--- config.mk ---
export PLATFORM = sky130hd
export DESIGN_NAME = qrs_div
export DESIGN_NICKNAME = d
export VERILOG_FILES = /design/src/design/qrs_pkg.sv /design/src/design/qrs_div.sv
export SDC_FILE = /design/constraint.sdc
export NUM_CORES = 2
export LEC_CHECK = 0
export BUFFER_PORTS_ARGS = -buffer_cell sky130_fd_sc_hd__clkbuf_2
export CAP_MARGIN = 20
export CORE_ASPECT_RATIO = 1.1
export CORE_MARGIN = 5
export CORE_UTILIZATION = 61
export DETAILED_ROUTE_END_ITERATION = 8
export PLACE_DENSITY_LB_ADDON = 0.05
export SYNTH_ARGS = -nofsm -noshare
export SYNTH_HDL_FRONTEND = slang
export SYNTH_SLANG_ARGS = --single-unit
--- constraint.sdc ---
create_clock -name clk -period 3.5 [get_ports clk]
set_input_delay 0.35 -clock clk [delete_from_list [all_inputs] [get_ports clk]]
set_output_delay 0.35 -clock clk [all_outputs]
set_load 0.05 [all_outputs]
--- src/design/qrs_pkg.sv ---
// Shared widths, case codes and stage context for the quadratic root solver.
// No dependencies; every design file imports this package.
`timescale 1ns / 1ps

package qrs_pkg;

  localparam int CW   = 16;
  localparam int OW   = 32;
  localparam int OFB  = 16;
  localparam int PW   = 2 * CW;
  localparam int DW   = 2 * CW + 3;
  localparam int DMW  = 2 * CW + 2;
  localparam int RW   = DMW / 2;
  localparam int SRW  = RW + 2;
  localparam int NW   = RW + 2;
  localparam int DENW = CW + 2;
  localparam int QW   = NW - 1 + OFB;
  localparam int DRW  = DENW;
  localparam int DIV_LAT = QW + 2;

  typedef enum logic [1:0] {
    CASE_TWO_REAL = 2'd0,
    CASE_REPEATED = 2'd1,
    CASE_COMPLEX  = 2'd2,
    CASE_A_ZERO   = 2'd3
  } root_case_t;

  typedef struct packed {
    logic signed [CW-1:0] a;
    logic signed [CW-1:0] b;
    logic                 dneg;
    logic                 dzero;
  } sq_ctx_t;

endpackage

--- src/design/qrs_div.sv ---
// Pipelined signed divider: (num * 2^16) / den, truncated toward zero and clamped to Q16.16.
// One quotient bit per stage. Depends on qrs_pkg.
`timescale 1ns / 1ps

module qrs_div import qrs_pkg::*; (
  input  logic                   clk,
  input  logic                   en,
  input  logic signed [NW-1:0]   num,
  input  logic signed [DENW-1:0] den,
  output logic signed [OW-1:0]   quo,
  output logic                   sat
);

  localparam logic [QW-1:0] QMAX_POS = QW'((64'd1 << (OW - 1)) - 64'd1);
  localparam logic [QW-1:0] QMAX_NEG = QW'(64'd1 << (OW - 1));

  logic [QW-1:0]     qd_q [0:QW];
  logic [DRW-1:0]    rm_q [0:QW];
  logic [DENW-2:0]   dm_q [0:QW];
  logic              ng_q [0:QW];

  logic [NW-1:0]     nabs;
  logic [DENW-1:0]   dabs;

  assign nabs = num[NW-1] ? NW'(-num) : NW'(num);
  assign dabs = den[DENW-1] ? DENW'(-den) : DENW'(den);

  always_ff @(posedge clk) begin
    if (en) begin
      qd_q[0] <= {nabs[NW-2:0], {OFB{1'b0}}};
      rm_q[0] <= '0;
      dm_q[0] <= dabs[DENW-2:0];
      ng_q[0] <= num[NW-1] ^ den[DENW-1];
    end
  end

  for (genvar k = 0; k < QW; k++) begin : g_step
    logic [DRW:0] r2;
    logic         take;
    assign r2   = {rm_q[k], qd_q[k][QW-1]};
    assign take = r2 >= (DRW + 1)'(dm_q[k]);
    always_ff @(posedge clk) begin
      if (en) begin
        rm_q[k+1] <= take ? DRW'(r2 - (DRW + 1)'(dm_q[k])) : DRW'(r2);
        qd_q[k+1] <= {qd_q[k][QW-2:0], take};
        dm_q[k+1] <= dm_q[k];
        ng_q[k+1] <= ng_q[k];
      end
    end
  end

  logic [QW-1:0] qm;
  logic [QW-1:0] qneg;
  assign qm   = qd_q[QW];
  assign qneg = QW'(-qm);

  always_ff @(posedge clk) begin
    if (en) begin
      if (ng_q[QW]) begin
        sat <= qm > QMAX_NEG;
        quo <= (qm > QMAX_NEG) ? $signed(OW'(QMAX_NEG)) : $signed(qneg[OW-1:0]);
      end else begin
        sat <= qm > QMAX_POS;
        quo <= (qm > QMAX_POS) ? $signed(OW'(QMAX_POS)) : $signed(qm[OW-1:0]);
      end
    end
  end

endmodule

==> impl_metrics.env <==
export IMPL_status="finished, final reports clean"
export IMPL_via_per_inst=5.79
export IMPL_clock_latency_ns=0.86
export IMPL_fin_crit_sh_pct=95.0
export IMPL_antenna_cells=0
export IMPL_drc=0
export IMPL_worst_setup_path_type="flip-flop to flip-flop"
export IMPL_die_y_um=429
export IMPL_ir_worst_vdd_mv=0.527
export IMPL_dieArea_um2=168000
export IMPL_p_switching_mw=31.6
export IMPL_syn_inst=7616
export IMPL_routabilityCongestion=0.911
export IMPL_finalSetupViolations=0
export IMPL_power_frac_seq_pct=39.2
export IMPL_relSlewSlack_pct=23.5
export IMPL_cap_violations=0
export IMPL_avgSynthCellArea_um2=12.8
export IMPL_drt_iter0_markers=3434
export IMPL_drt_wl_total_mm=193
export IMPL_slew_viol_final=0
export IMPL_path_clk_slew_ns=0.06
export IMPL_start_util_pct=61.4
export IMPL_leakage_nw=42.6
export IMPL_power_frac_comb_pct=37.4
export IMPL_netlist_top_cells_area="edfxtp_1, ha_1, inv_1, o21ai_0, mux2_2"
export IMPL_syn_nets=8252
export IMPL_synth_ff_type="edfxtp_1"
export IMPL_ant_nets=0
export IMPL_drive_gt1_share_pct=10.8
export IMPL_placement_io_buffers=71
export IMPL_cts_tree="done"
export IMPL_power_clock_fraction_pct=23.5
export IMPL_internal_power_mw=61.6
export IMPL_design_area_um2=109000
export IMPL_fin_ws_ns=0.173
export IMPL_holdPathStages=3
export IMPL_reg2reg_depth=9
export IMPL_cts_sinks=2006
export IMPL_worst_slew_pin_slew_ns=1.14
export IMPL_h_tree_depth=4
export IMPL_grt_max_degree=110
export IMPL_dp_slack_ns=0.195
export IMPL_critPathArrivalTime_ns=3.89
export IMPL_worstPathRequired_ns=4.07
export IMPL_io_pins=72
export IMPL_first_pass_iters=6
export IMPL_powerDensity_nw_per_um2=856
export IMPL_die_x_um=391
export IMPL_worst_setup_path_end_kind="flip-flop"
export IMPL_wl_per_cell_um=18.8
export IMPL_cts_root_buf="clkbuf_16"
export IMPL_whs_ns=0.0679
export IMPL_p_sw_share_pct=33.9
export IMPL_p_total_mw=93.2
export IMPL_synthArstFlopShare_pct=0
export IMPL_dp_hpwl_mm=139
export IMPL_rows=153
export IMPL_nNetsFinal=8609
export IMPL_fillers=11200
export IMPL_yosysWarnings=0
export IMPL_fmax_ghz=0.301
export IMPL_yosys_area_top_type_share_pct=61.9
export IMPL_overflow=0
export IMPL_syn_area_um2=97400
export IMPL_startpoint_type="flip-flop"
export IMPL_antenna_found_initial=0
export IMPL_finalClockSkew_ns=0.0489
export IMPL_ys_seq_area_share_pct=61.9
export IMPL_synth_edff_count=2006
export IMPL_vias=59200
export IMPL_finalHoldViolations=0
export IMPL_synth_largest_area_cell="edfxtp_1"
export IMPL_clockBufferDepth=3
export IMPL_fin_crit_ns=3.33
export IMPL_cts_buffers=198
export IMPL_core_area_um2=159000
export IMPL_ys_types=96
export IMPL_min_path_type="input port to flip-flop"
export IMPL_ys_ff_latch=2006
export IMPL_path_max_fanout=3
export IMPL_grt_usage_pct=23.0
export IMPL_grt_pass1_vias=59700
export IMPL_grt_pass1_wl_mm=311
export IMPL_place_area_um2=101000
export IMPL_area_growth_pct=11.8
## metal layers
| metal | part of all wire, % | global-route usage [%] |
|---|---|---|
| met5 | 0 | 0 |
| met4 | 4.4 | 9.79 |
| met3 | 3.5 | 3.09 |
| met2 | 50 | 40.3 |
| met1 | 42 | 28.9 |
## critical path, stage by stage (launching register included)
cell and delay [ns]:
edfxtp_1 0.45, fa_1 0.49, a21o_1 0.22, a21oi_1 0.31
o21ai_0 0.24, a2111o_1 0.49, a21boi_0 0.27, nor3_1 0.08
a211o_1 0.23, mux2_2 0.26
## through the flow
stage / instances / TNS, ns / util, %
final: 10200 / 0 / 68.7
after floorplan: 7616 / 0 / -
after CTS: 10200 / 0 / 68.7
after global routing: 10200 / -0.0314 / 68.7
after detailed placement: 9811 / 0 / 64.0
after global placement: 9811 / 0 / 64.0
## final cells by class
type | instances | area (um^2) | area share [%]
multi-input combinational | 4749 | 33900 | 31.1
sequential | 2006 | 60200 | 55.3
clock inverter | 143 | 1810 | 1.66
tap | 2092 | 2620 | 2.40
inverter | 738 | 2770 | 2.55
timing repair buffer | 280 | 2450 | 2.25
clock buffer | 225 | 5060 | 4.65
## path summary, 6_finish.rpt
path,from,endpoint,slack (ns)
worst max-delay path,rm_q[18][0]$_DFFE_PP_,rm_q[19][16]$_DFFE_PP_,0.17
worst min-delay path,num[1],qd_q[0][17]$_DFFE_PP_,0.07
worst max register to register,rm_q[18][0]$_DFFE_PP_,rm_q[19][16]$_DFFE_PP_,0.17
worst min register to register,qd_q[16][9]$_DFFE_PP_,qd_q[17][10]$_DFFE_PP_,0.39
## cells in the mapped netlist, types with 25 or more instances
library cell and n:
a211oi_1 51, a31oi_1 65, o21ai_0 522, nand4_1 67, and3_1 66, mux2_2 218, nand2b_1 60, o41ai_1 38
and2_1 30, a2111oi_0 29, nor3_1 97, a21oi_1 478, o31ai_1 99, or2_2 25, xor2_1 161, xnor2_1 233
mux2_4 27, nand2_1 593, clkbuf_1 84, edfxtp_1 2006, a21o_1 227, o21a_1 81, nor2_1 362, inv_1 735
nor4_1 29, fa_1 32, o21bai_1 48, nor2b_1 75, nand3_1 102, mux2i_1 29, ha_1 565
## power by group through the flow
stage               Sequential [mW]  Combinational, mW  Clock [mW]
global route                   36.9               38.8        23.5
detailed placement             36.9               34.3           0
floorplan                      35.5               26.4           0
finish                         36.5               34.8        21.9
CTS                            36.5               34.7        22.4
global placement               36.9               33.7           0
## what timing repair did
action | CTS | global route
setup endpoints to repair | 0 | 11
hold buffers | 54 | 0
gates resized for setup | 0 | 5
buffers inserted | 0 | 0
hold endpoints to repair | 36 | 0
## state kept, by name (all words and copies together), names as in the netlist
register	count
rm_q	594
sat	1
qd_q	766
dm_q	578
quo	32
ng_q	35
## cells in the final DEF, fill, tap and decap left out, types with 51 or more instances in the layout
cell type	instances
nor3_1	96
clkbuf_2	70
ha_1	565
nand2b_1	60
mux2_2	218
nor2b_1	75
o31ai_1	99
nand4_1	67
dlygate4sd3_1	54
and3_1	66
nor2_1	362
a211oi_1	51
a31oi_1	63
a21oi_1	473
o21a_1	81
nand2_1	593
o21ai_0	515
edfxtp_1	2006
nand3_1	102
inv_1	735
buf_4	125
clkbuf_16	198
xor2_1	161
xnor2_1	233
a21o_1	227
## kinds of logic after synthesis
kind of cell	synth area share (%)
flip-flops	61.9
AO/OA/AOI/OAI	12.1
AND/OR/NAND/NOR	7.85
buffers and inverters	3.40
adder cells (fa/ha/maj)	7.92
XOR/XNOR	3.54
multiplexers	3.29
(Power assumes the default switching activity.)
